`config.mk`:
```
export PLATFORM = sky130hd
export DESIGN_NAME = png_forward_row_filter
export DESIGN_NICKNAME = d
export VERILOG_FILES = /design/src/rtl/core/pngf_pkg.sv /design/src/rtl/core/pngf_front.sv /design/src/rtl/core/pngf_queue.sv /design/src/rtl/core/pngf_back.sv /design/src/rtl/core/png_forward_row_filter.sv
export SDC_FILE = /design/constraint.sdc
export NUM_CORES = 1
export LEC_CHECK = 0
export ABC_AREA = 0
export BUFFER_PORTS_ARGS = -buffer_cell sky130_fd_sc_hd__buf_2
export CORE_ASPECT_RATIO = 0.6
export CORE_MARGIN = 2
export CORE_UTILIZATION = 67
export DETAILED_ROUTE_END_ITERATION = 8
export PLACE_DENSITY_LB_ADDON = 0.12
export SLEW_MARGIN = 20
export SYNTH_ARGS = -nofsm -noshare
export SYNTH_HDL_FRONTEND = slang
export SYNTH_SLANG_ARGS = --single-unit
```
`constraint.sdc`:
```
create_clock -name i_clk -period 13.02 [get_ports i_clk]
set_input_delay 1.302 -clock i_clk [delete_from_list [all_inputs] [get_ports i_clk]]
set_output_delay 1.302 -clock i_clk [all_outputs]
set_load 0.02 [all_outputs]
```
`src/rtl/core/pngf_pkg.sv`:
```
// pngf_pkg: shared types, codes and constants of the png forward row filter
// no dependencies; used by every module under rtl/core

package pngf_pkg;

    // default history depth in bytes (widest pixel)
    localparam int MAX_BPP_DEFAULT = 8;

    // field widths
    localparam int BYTE_W   = 8;
    localparam int FTYPE_W  = 3;
    localparam int BPP_W    = 4;
    localparam int CFG_IDX_W = 2;
    localparam int CFG_DATA_W = 4;

    // configuration register indexes
    localparam logic [CFG_IDX_W-1:0] CFG_FILTER_TYPE  = 2'd0;
    localparam logic [CFG_IDX_W-1:0] CFG_BPP          = 2'd1;
    localparam logic [CFG_IDX_W-1:0] CFG_PREV_PRESENT = 2'd2;

    // filter codes (codes above paeth act as none)
    localparam logic [FTYPE_W-1:0] FT_NONE  = 3'd0;
    localparam logic [FTYPE_W-1:0] FT_SUB   = 3'd1;
    localparam logic [FTYPE_W-1:0] FT_UP    = 3'd2;
    localparam logic [FTYPE_W-1:0] FT_AVG   = 3'd3;
    localparam logic [FTYPE_W-1:0] FT_PAETH = 3'd4;

    // queue depth between front and back
    localparam int QUEUE_DEPTH = 2;

    // one classified byte handed from front to back
    typedef struct packed {
        logic [FTYPE_W-1:0] mode;     // effective filter, already reduced
        logic [BYTE_W-1:0]  raw;
        logic [BYTE_W-1:0]  a;        // left
        logic [BYTE_W-1:0]  b;        // above
        logic [BYTE_W-1:0]  c;        // up-left
        logic               row_end;
    } t_item;

endpackage

```
`src/rtl/core/pngf_front.sv`:
```
// pngf_front: input side; config registers, neighbor histories, row position
// depends on pngf_pkg; feeds pngf_queue

module pngf_front #(
    parameter int MAX_BYTES_PER_PIXEL = pngf_pkg::MAX_BPP_DEFAULT
) (
    input  logic                              i_clk,
    input  logic                              i_rst_n,
    input  logic                              i_cfg_we,
    input  logic [pngf_pkg::CFG_IDX_W-1:0]    i_cfg_index,
    input  logic [pngf_pkg::CFG_DATA_W-1:0]   i_cfg_data,
    input  logic                              i_valid,
    input  logic [pngf_pkg::BYTE_W-1:0]       i_raw,
    input  logic [pngf_pkg::BYTE_W-1:0]       i_above,
    input  logic                              i_row_end,
    input  logic                              i_q_full,
    output logic                              o_ready,
    output logic                              o_push,
    output pngf_pkg::t_item                   o_item
);

    localparam int PW = $clog2(MAX_BYTES_PER_PIXEL + 1);
    localparam int IW = (MAX_BYTES_PER_PIXEL > 1) ? $clog2(MAX_BYTES_PER_PIXEL) : 1;

    logic [pngf_pkg::FTYPE_W-1:0] r_ftype;
    logic [pngf_pkg::BPP_W-1:0]   r_bpp;
    logic                         r_prev;
    logic [PW-1:0]                r_pos;
    logic [pngf_pkg::BYTE_W-1:0]  r_left   [MAX_BYTES_PER_PIXEL];
    logic [pngf_pkg::BYTE_W-1:0]  r_upleft [MAX_BYTES_PER_PIXEL];

    logic [4:0]                   bpp_eff;
    logic [IW-1:0]                idx;
    logic                         have_left;
    logic [pngf_pkg::BYTE_W-1:0]  above_eff;
    logic [pngf_pkg::FTYPE_W-1:0] mode;
    logic                         accept;

    assign o_ready = !i_q_full;
    assign accept  = i_valid && !i_q_full;
    assign o_push  = accept;

    // zero bpp counts as one, oversize clamps to the history depth
    always_comb begin
        if (r_bpp == '0) begin
            bpp_eff = 5'd1;
        end else if (32'({1'b0, r_bpp}) > 32'(MAX_BYTES_PER_PIXEL)) begin
            bpp_eff = 5'(MAX_BYTES_PER_PIXEL);
        end else begin
            bpp_eff = {1'b0, r_bpp};
        end
    end

    assign idx       = IW'(bpp_eff - 5'd1);
    assign have_left = 32'(r_pos) >= 32'(bpp_eff);
    assign above_eff = r_prev ? i_above : '0;

    // reduce mode: no previous row turns up into none and paeth into sub
    always_comb begin
        unique case (r_ftype)
            pngf_pkg::FT_SUB:   mode = pngf_pkg::FT_SUB;
            pngf_pkg::FT_UP:    mode = r_prev ? pngf_pkg::FT_UP : pngf_pkg::FT_NONE;
            pngf_pkg::FT_AVG:   mode = pngf_pkg::FT_AVG;
            pngf_pkg::FT_PAETH: mode = r_prev ? pngf_pkg::FT_PAETH : pngf_pkg::FT_SUB;
            default:            mode = pngf_pkg::FT_NONE;
        endcase
    end

    always_comb begin
        o_item.mode    = mode;
        o_item.raw     = i_raw;
        o_item.a       = have_left ? r_left[idx] : '0;
        o_item.b       = above_eff;
        o_item.c       = (have_left && r_prev) ? r_upleft[idx] : '0;
        o_item.row_end = i_row_end;
    end

    always_ff @(posedge i_clk) begin
        if (!i_rst_n) begin
            r_ftype <= pngf_pkg::FT_NONE;
            r_bpp   <= pngf_pkg::BPP_W'(1);
            r_prev  <= 1'b0;
        end else if (i_cfg_we) begin
            unique case (i_cfg_index)
                pngf_pkg::CFG_FILTER_TYPE:  r_ftype <= i_cfg_data[pngf_pkg::FTYPE_W-1:0];
                pngf_pkg::CFG_BPP:          r_bpp   <= i_cfg_data[pngf_pkg::BPP_W-1:0];
                pngf_pkg::CFG_PREV_PRESENT: r_prev  <= i_cfg_data[0];
                default: ;
            endcase
        end
    end

    // position within the row, saturating at the history depth
    always_ff @(posedge i_clk) begin
        if (!i_rst_n) begin
            r_pos <= '0;
        end else if (accept) begin
            if (i_row_end) begin
                r_pos <= '0;
            end else if (r_pos < PW'(MAX_BYTES_PER_PIXEL)) begin
                r_pos <= r_pos + PW'(1);
            end
        end
    end

    // history shift lines; hidden by the position gate until filled
    always_ff @(posedge i_clk) begin
        if (accept) begin
            r_left[0]   <= i_raw;
            r_upleft[0] <= above_eff;
            for (int k = 1; k < MAX_BYTES_PER_PIXEL; k++) begin
                r_left[k]   <= r_left[k-1];
                r_upleft[k] <= r_upleft[k-1];
            end
        end
    end

endmodule

```
`src/rtl/core/pngf_queue.sv`:
```
// pngf_queue: short fifo of classified bytes between front and back
// depends on pngf_pkg (t_item, QUEUE_DEPTH)

module pngf_queue (
    input  logic            i_clk,
    input  logic            i_rst_n,
    input  logic            i_push,
    input  pngf_pkg::t_item i_item,
    input  logic            i_pop,
    output logic            o_full,
    output logic            o_valid,
    output pngf_pkg::t_item o_item
);

    localparam int AW = $clog2(pngf_pkg::QUEUE_DEPTH);
    localparam int CW = $clog2(pngf_pkg::QUEUE_DEPTH + 1);

    pngf_pkg::t_item r_mem [pngf_pkg::QUEUE_DEPTH];
    logic [AW-1:0]   r_wr_ptr;
    logic [AW-1:0]   r_rd_ptr;
    logic [CW-1:0]   r_count;
    logic [CW-1:0]   n_count;

    assign o_full  = r_count == CW'(pngf_pkg::QUEUE_DEPTH);
    assign o_valid = r_count != '0;
    assign o_item  = r_mem[r_rd_ptr];

    always_comb begin
        n_count = r_count;
        if (i_push && !i_pop) begin
            n_count = r_count + CW'(1);
        end else if (i_pop && !i_push) begin
            n_count = r_count - CW'(1);
        end
    end

    always_ff @(posedge i_clk) begin
        if (!i_rst_n) begin
            r_wr_ptr <= '0;
            r_rd_ptr <= '0;
            r_count  <= '0;
        end else begin
            if (i_push) begin
                r_wr_ptr <= r_wr_ptr + AW'(1);
            end
            if (i_pop) begin
                r_rd_ptr <= r_rd_ptr + AW'(1);
            end
            r_count <= n_count;
        end
    end

    always_ff @(posedge i_clk) begin
        if (i_push) begin
            r_mem[r_wr_ptr] <= i_item;
        end
    end

endmodule

```
`src/rtl/core/pngf_back.sv`:
```
// pngf_back: predictor (sub, up, average, paeth) and output register
// depends on pngf_pkg; pops pngf_queue

module pngf_back (
    input  logic                        i_clk,
    input  logic                        i_rst_n,
    input  logic                        i_q_valid,
    input  pngf_pkg::t_item             i_item,
    output logic                        o_pop,
    output logic                        o_valid,
    input  logic                        i_ready,
    output logic [pngf_pkg::BYTE_W-1:0] o_byte,
    output logic                        o_row_end
);

    logic                        r_valid;
    logic [pngf_pkg::BYTE_W-1:0] r_byte;
    logic                        r_row_end;

    logic [pngf_pkg::BYTE_W-1:0] lo;
    logic [pngf_pkg::BYTE_W-1:0] hi;
    logic signed [10:0]          t;
    logic [8:0]                  sum_ab;
    logic [pngf_pkg::BYTE_W-1:0] paeth;
    logic [pngf_pkg::BYTE_W-1:0] pred;

    assign o_pop     = i_q_valid && (!r_valid || i_ready);
    assign o_valid   = r_valid;
    assign o_byte    = r_byte;
    assign o_row_end = r_row_end;

    assign lo     = (i_item.a < i_item.b) ? i_item.a : i_item.b;
    assign hi     = (i_item.a < i_item.b) ? i_item.b : i_item.a;
    // threshold form: t = 3c - a - b
    assign t      = $signed({3'b000, i_item.c}) + $signed({2'b00, i_item.c, 1'b0})
                  - $signed({3'b000, i_item.a}) - $signed({3'b000, i_item.b});
    assign sum_ab = {1'b0, i_item.a} + {1'b0, i_item.b};

    always_comb begin
        if (t >= $signed({3'b000, hi})) begin
            paeth = lo;
        end else if (t <= $signed({3'b000, lo})) begin
            paeth = hi;
        end else begin
            paeth = i_item.c;
        end
    end

    always_comb begin
        unique case (i_item.mode)
            pngf_pkg::FT_SUB:   pred = i_item.a;
            pngf_pkg::FT_UP:    pred = i_item.b;
            pngf_pkg::FT_AVG:   pred = sum_ab[8:1];
            pngf_pkg::FT_PAETH: pred = paeth;
            default:            pred = '0;
        endcase
    end

    always_ff @(posedge i_clk) begin
        if (!i_rst_n) begin
            r_valid <= 1'b0;
        end else if (o_pop) begin
            r_valid <= 1'b1;
        end else if (i_ready) begin
            r_valid <= 1'b0;
        end
    end

    always_ff @(posedge i_clk) begin
        if (o_pop) begin
            r_byte    <= i_item.raw - pred;
            r_row_end <= i_item.row_end;
        end
    end

endmodule

```
`src/rtl/core/png_forward_row_filter.sv`:
```
// png_forward_row_filter: top level of the forward png scanline filter
// depends on pngf_pkg, pngf_front, pngf_queue, pngf_back
//
//  channel  | direction | payload                              | handshake
//  ---------+-----------+--------------------------------------+------------------
//  s_axis   | in        | tdata: raw[7:0], above[15:8]; tlast  | tvalid / tready
//  m_axis   | out       | tdata: filtered[7:0]; tlast          | tvalid / tready
//  cfg      | in        | index 0 type, 1 bpp, 2 prev present  | i_cfg_we, no wait
//
// one beat per clock sustained while m_axis_tready stays high; a taken byte passes
// through a queue slot and then the output register before it shows on m_axis
// synchronous active-low reset resets config, clears row position, queue and output valid
// s_axis_tready falls only when the two-entry queue is full, i.e. after m_axis stalls
// long enough to back up the output register and the queue

module png_forward_row_filter #(
    parameter int MAX_BYTES_PER_PIXEL = pngf_pkg::MAX_BPP_DEFAULT
) (
    input  logic                            i_clk,
    input  logic                            i_rst_n,
    // configuration write port
    input  logic                            i_cfg_we,
    input  logic [pngf_pkg::CFG_IDX_W-1:0]  i_cfg_index,
    input  logic [pngf_pkg::CFG_DATA_W-1:0] i_cfg_data,
    // input stream
    input  logic                            s_axis_tvalid,
    output logic                            s_axis_tready,
    input  logic [15:0]                     s_axis_tdata,   // raw_byte[7:0], above_byte[15:8]
    input  logic                            s_axis_tlast,   // row_end
    // output stream
    output logic                            m_axis_tvalid,
    input  logic                            m_axis_tready,
    output logic [7:0]                      m_axis_tdata,   // filtered_byte[7:0]
    output logic                            m_axis_tlast    // row_end_out
);

    logic            q_full;
    logic            q_push;
    logic            q_pop;
    logic            q_valid;
    pngf_pkg::t_item push_item;
    pngf_pkg::t_item head_item;

    // front: classify each beat, pick left / above / up-left neighbors
    pngf_front #(
        .MAX_BYTES_PER_PIXEL (MAX_BYTES_PER_PIXEL)
    ) u_front (
        .i_clk       (i_clk),
        .i_rst_n     (i_rst_n),
        .i_cfg_we    (i_cfg_we),
        .i_cfg_index (i_cfg_index),
        .i_cfg_data  (i_cfg_data),
        .i_valid     (s_axis_tvalid),
        .i_raw       (s_axis_tdata[7:0]),
        .i_above     (s_axis_tdata[15:8]),
        .i_row_end   (s_axis_tlast),
        .i_q_full    (q_full),
        .o_ready     (s_axis_tready),
        .o_push      (q_push),
        .o_item      (push_item)
    );

    // decoupling queue
    pngf_queue u_queue (
        .i_clk   (i_clk),
        .i_rst_n (i_rst_n),
        .i_push  (q_push),
        .i_item  (push_item),
        .i_pop   (q_pop),
        .o_full  (q_full),
        .o_valid (q_valid),
        .o_item  (head_item)
    );

    // back: predictor and subtract, registered toward m_axis
    pngf_back u_back (
        .i_clk     (i_clk),
        .i_rst_n   (i_rst_n),
        .i_q_valid (q_valid),
        .i_item    (head_item),
        .o_pop     (q_pop),
        .o_valid   (m_axis_tvalid),
        .i_ready   (m_axis_tready),
        .o_byte    (m_axis_tdata),
        .o_row_end (m_axis_tlast)
    );

endmodule
```
==> results.rst <==
.. list-table::
   :header-rows: 1

   * - Metric
     - Value
   * - Status
     - complete, no violations
   * - Wire length of the first global-routing pass
     - 39.7 mm
   * - PnR worst setup slack
     - 3.38 ns
   * - EDFF count, synth
     - 209
   * - Detail-routed via count per cell
     - 6.34
   * - Library cell contributing the largest single delay on the critical path
     - sky130_fd_sc_hd__mux2i_1
   * - Setup clock skew after layout
     - 0.0141 ns
   * - Overall via count from detail_route
     - 7,200
   * - Drt total wl
     - 26.0 mm
   * - Pin count of the biggest net entering global routing
     - 93
   * - Area of the mapped netlist
     - 11,500 um^2
   * - Number of antenna-violating nets in the routed design
     - 0
   * - Routed wire per std cell
     - 22.8 um
   * - Detail Route met3 WL
     - 2.63 mm
   * - Via count of the first global-routing pass
     - 7,063
   * - Leading cell type in the layout, fill and taps excluded
     - sky130_fd_sc_hd__edfxtp_1
   * - Tightest slew margin relative to the limit
     - 0.340
   * - Final hold violations
     - 0
   * - Category of the worst setup path capture point
     - flop
   * - Startpoint kind of the worst setup timing path
     - flop
   * - CTS tree
     - yes
   * - Routed wire length on met2
     - 11.7 mm
   * - Floorplan die height
     - 106 um
   * - Clock Path Buffers
     - 3
   * - Post-DP HPWL
     - 19.0 mm
   * - Chip width
     - 173 um
   * - Buffer count from post-CTS setup fixing
     - 0
   * - Highest Clock Rate
     - 104 MHz
   * - Peak per-stage delay on the critical path
     - 0.69 ns
   * - Arrival time of the worst setup path
     - 9.86 ns
   * - Htree depth
     - 1
   * - Area inside the core boundary
     - 17,000 um^2
   * - Yosys reg bits
     - 227
   * - Routability-driven placement congestion ratio
     - 1.06
   * - Final critical path time including I/O delays and setup
     - 9.64 ns
   * - Detailed-routing wirelength on met1
     - 11.1 mm
   * - Tot GR Track Use
     - 0.287
   * - Highest metal layer used by the detailed router
     - met4
   * - Crit-path most repeated cell
     - sky130_fd_sc_hd__a21oi_1
   * - Actual slew at the worst max-slew pin
     - 0.985 ns
   * - Drt pass-1 iters
     - 7
   * - Critical path class
     - reg2reg
   * - Net count after synthesis
     - 947
   * - FFs w/ async S/R, synth
     - 0
   * - Number of buffers added by the clock tree synthesis step
     - 20
   * - Initial Util
     - 0.678
   * - Synth Warn #
     - 0
   * - Primary flip-flop cell chosen by synthesis mapping
     - sky130_fd_sc_hd__edfxtp_1
   * - Area delta synth->final
     - 9.65%
   * - Setup-violating endpoint count in the final report
     - 0
   * - DRC viols
     - 0
   * - I/O Buffers
     - 38
   * - Post-Synthesis Mean Instance Area
     - 13.7 um^2
   * - Kind of path behind the tightest hold check
     - reg2reg
   * - Clock-pin slew reported for the worst setup and hold paths after clock tree synthesis
     - 0.07 ns
   * - Top-level port count
     - 39
   * - Number of violations of the max-capacitance limit
     - 0
   * - Number of antenna violations at the first check in global routing
     - 0
   * - Setup WS pre-CTS
     - 3.72 ns
   * - Sinks on the clock net
     - 227
   * - Final net count
     - 994
   * - Synth cell types
     - 66
   * - Clock Latency Late Sink
     - 0.49 ns
   * - Sum Neg Setup Slack
     - 0 ns
   * - DR iter-0 viols
     - 785
   * - Most frequent cells in the layout
     - 209 x sky130_fd_sc_hd__edfxtp_1, 71 x sky130_fd_sc_hd__nand2_1, 67 x sky130_fd_sc_hd__ha_1
   * - Maximum net fanout on the critical path
     - 38
   * - Sequential area share after synthesis
     - 0.576
   * - Share of post-route cells with drive strength above 1
     - 0.159
   * - Total Die Area
     - 18,300 um^2
   * - Worst EP required
     - 13.24 ns
   * - Buffers & Inverters on Critical Path
     - 2
   * - Family with the most delay on the worst path
     - compound AO/OA/AOI/OAI gates
   * - ANT cells
     - 0
   * - Quantity of hold-fixing buffers added after cts
     - 0
   * - Final period util
     - 0.740
   * - Number of cells produced by synthesis
     - 841
   * - RSZ-0062 raised after global routing
     - no
   * - Aggregate global routing overflow
     - 0
   * - Number of cell rows
     - 37
   * - Clock Root Buffer
     - sky130_fd_sc_hd__clkbuf_16
   * - Count of cells resized by post-cts repair
     - 0
   * - Final-report max-slew violation count
     - 0
==> metal layers <==
metal / up-vias / track usage
met3: 41 / 0.0685
li1: 3256 / -
met5: - / 0
met4: 0 / 0.0684
met1: 3547 / 0.426
met2: 356 / 0.435
==> cell type report <==
cell class	count	area [um^2]
flip-flops and latches	227	6640
multi-input cells	540	4610
fillers	1056	4360
clock buffers	31	594
well taps	234	293
repair buffers	47	274
inverters	52	198
clock inverters	5	25.0
==> synth_stat cells (4+ instances only) <==
cell	n	share of area
sky130_fd_sc_hd__a211oi_1	6	0.0039
sky130_fd_sc_hd__a21o_1	8	0.0052
sky130_fd_sc_hd__a21oi_1	48	0.021
sky130_fd_sc_hd__and2_1	16	0.0087
sky130_fd_sc_hd__and3_1	4	0.0022
sky130_fd_sc_hd__buf_2	6	0.0026
sky130_fd_sc_hd__clkbuf_1	12	0.0039
sky130_fd_sc_hd__dfxtp_1	18	0.031
sky130_fd_sc_hd__edfxtp_1	209	0.54
sky130_fd_sc_hd__fa_1	11	0.019
sky130_fd_sc_hd__ha_1	67	0.073
sky130_fd_sc_hd__inv_1	52	0.017
sky130_fd_sc_hd__mux2_2	15	0.015
sky130_fd_sc_hd__mux2i_1	40	0.035
sky130_fd_sc_hd__mux4_2	32	0.063
sky130_fd_sc_hd__nand2_1	71	0.023
sky130_fd_sc_hd__nand2b_1	7	0.0038
sky130_fd_sc_hd__nand3_1	9	0.0039
sky130_fd_sc_hd__nand4_1	5	0.0027
sky130_fd_sc_hd__nor2_1	34	0.011
sky130_fd_sc_hd__nor2b_1	17	0.0092
sky130_fd_sc_hd__nor3_1	19	0.0083
sky130_fd_sc_hd__o211ai_1	8	0.0052
sky130_fd_sc_hd__o21a_1	10	0.0065
sky130_fd_sc_hd__o21ai_0	21	0.0091
sky130_fd_sc_hd__o21bai_1	6	0.0039
sky130_fd_sc_hd__or2_2	4	0.0022
sky130_fd_sc_hd__or3_1	4	0.0022
sky130_fd_sc_hd__xnor2_1	22	0.017
sky130_fd_sc_hd__xor2_1	6	0.0046
==> logic make-up (layout without fill, tap and decap cells) <==
kind of cell / count (synthesis) / count (layout) / synth area share
buf+inv: 74 / 135 / 0.0257
simple gates: 205 / 205 / 0.0885
flops: 227 / 227 / 0.576
fa+ha+maj: 78 / 78 / 0.0919
compound gates: 139 / 139 / 0.0806
xor+xnor: 29 / 29 / 0.0227
mux: 89 / 89 / 0.114
==> worst paths after layout <==
| check | slack, ns | cells after the start | to | from |
|---|---|---|---|---|
| worst max-delay path | 3.38 | 33 | u_back.o_byte[7] | flop |
| worst min-delay path | 0.44 | 0 | u_front.r_left[4][7] | u_front.r_left[3][7] |
| worst max register to register | 3.38 | 33 | u_back.o_byte[7] | flop |
| worst min register to register | 0.44 | 0 | u_front.r_left[4][7] | u_front.r_left[3][7] |
==> sequential cells by signal, summed over array words and instances (netlist names), named ones only <==
| signal | count |
|---|---|
| u_queue.r_rd_ptr | 1 |
| u_front.r_left | 64 |
| u_queue.r_wr_ptr | 1 |
| u_back.o_valid | 1 |
| u_front.r_upleft | 64 |
| u_back.o_byte | 8 |
| u_queue.r_mem | 72 |
| u_front.r_prev | 1 |
| u_front.r_pos | 4 |
| u_front.r_bpp | 4 |
| u_back.o_row_end | 1 |
| u_queue.r_count | 2 |
| u_front.r_ftype | 3 |
==> per-stage QoR <==
stage          instances  instance area (um^2)  hold slack (ns)   util
6_report            1136                 12600            0.445  0.743
5_1_grt             1136                 12600            0.450  0.743
4_1_cts             1135                 12600            0.447  0.742
3_5_place_dp        1099                 12000            0.427  0.705
3_3_place_gp        1099                 12000            0.422  0.705
2_1_floorplan        841                 11500            0.421      -
==> worst register-to-register path: cells and delay by family, from the launching register on <==
family,cells,cell delay [ns]
xor gates and xnor gates,2,0.65
AOI/OAI and AO/OA,17,3.83
adders and majority gates,5,2.02
muxes,1,0.73
and+or+nand+nor,6,1.09
DFF,1,0.31
buffers and inverters,2,0.71
Power is left out: the tool's default activity adds up to more than one toggle a clock period on the data nets, which glitch-free logic cannot reach.
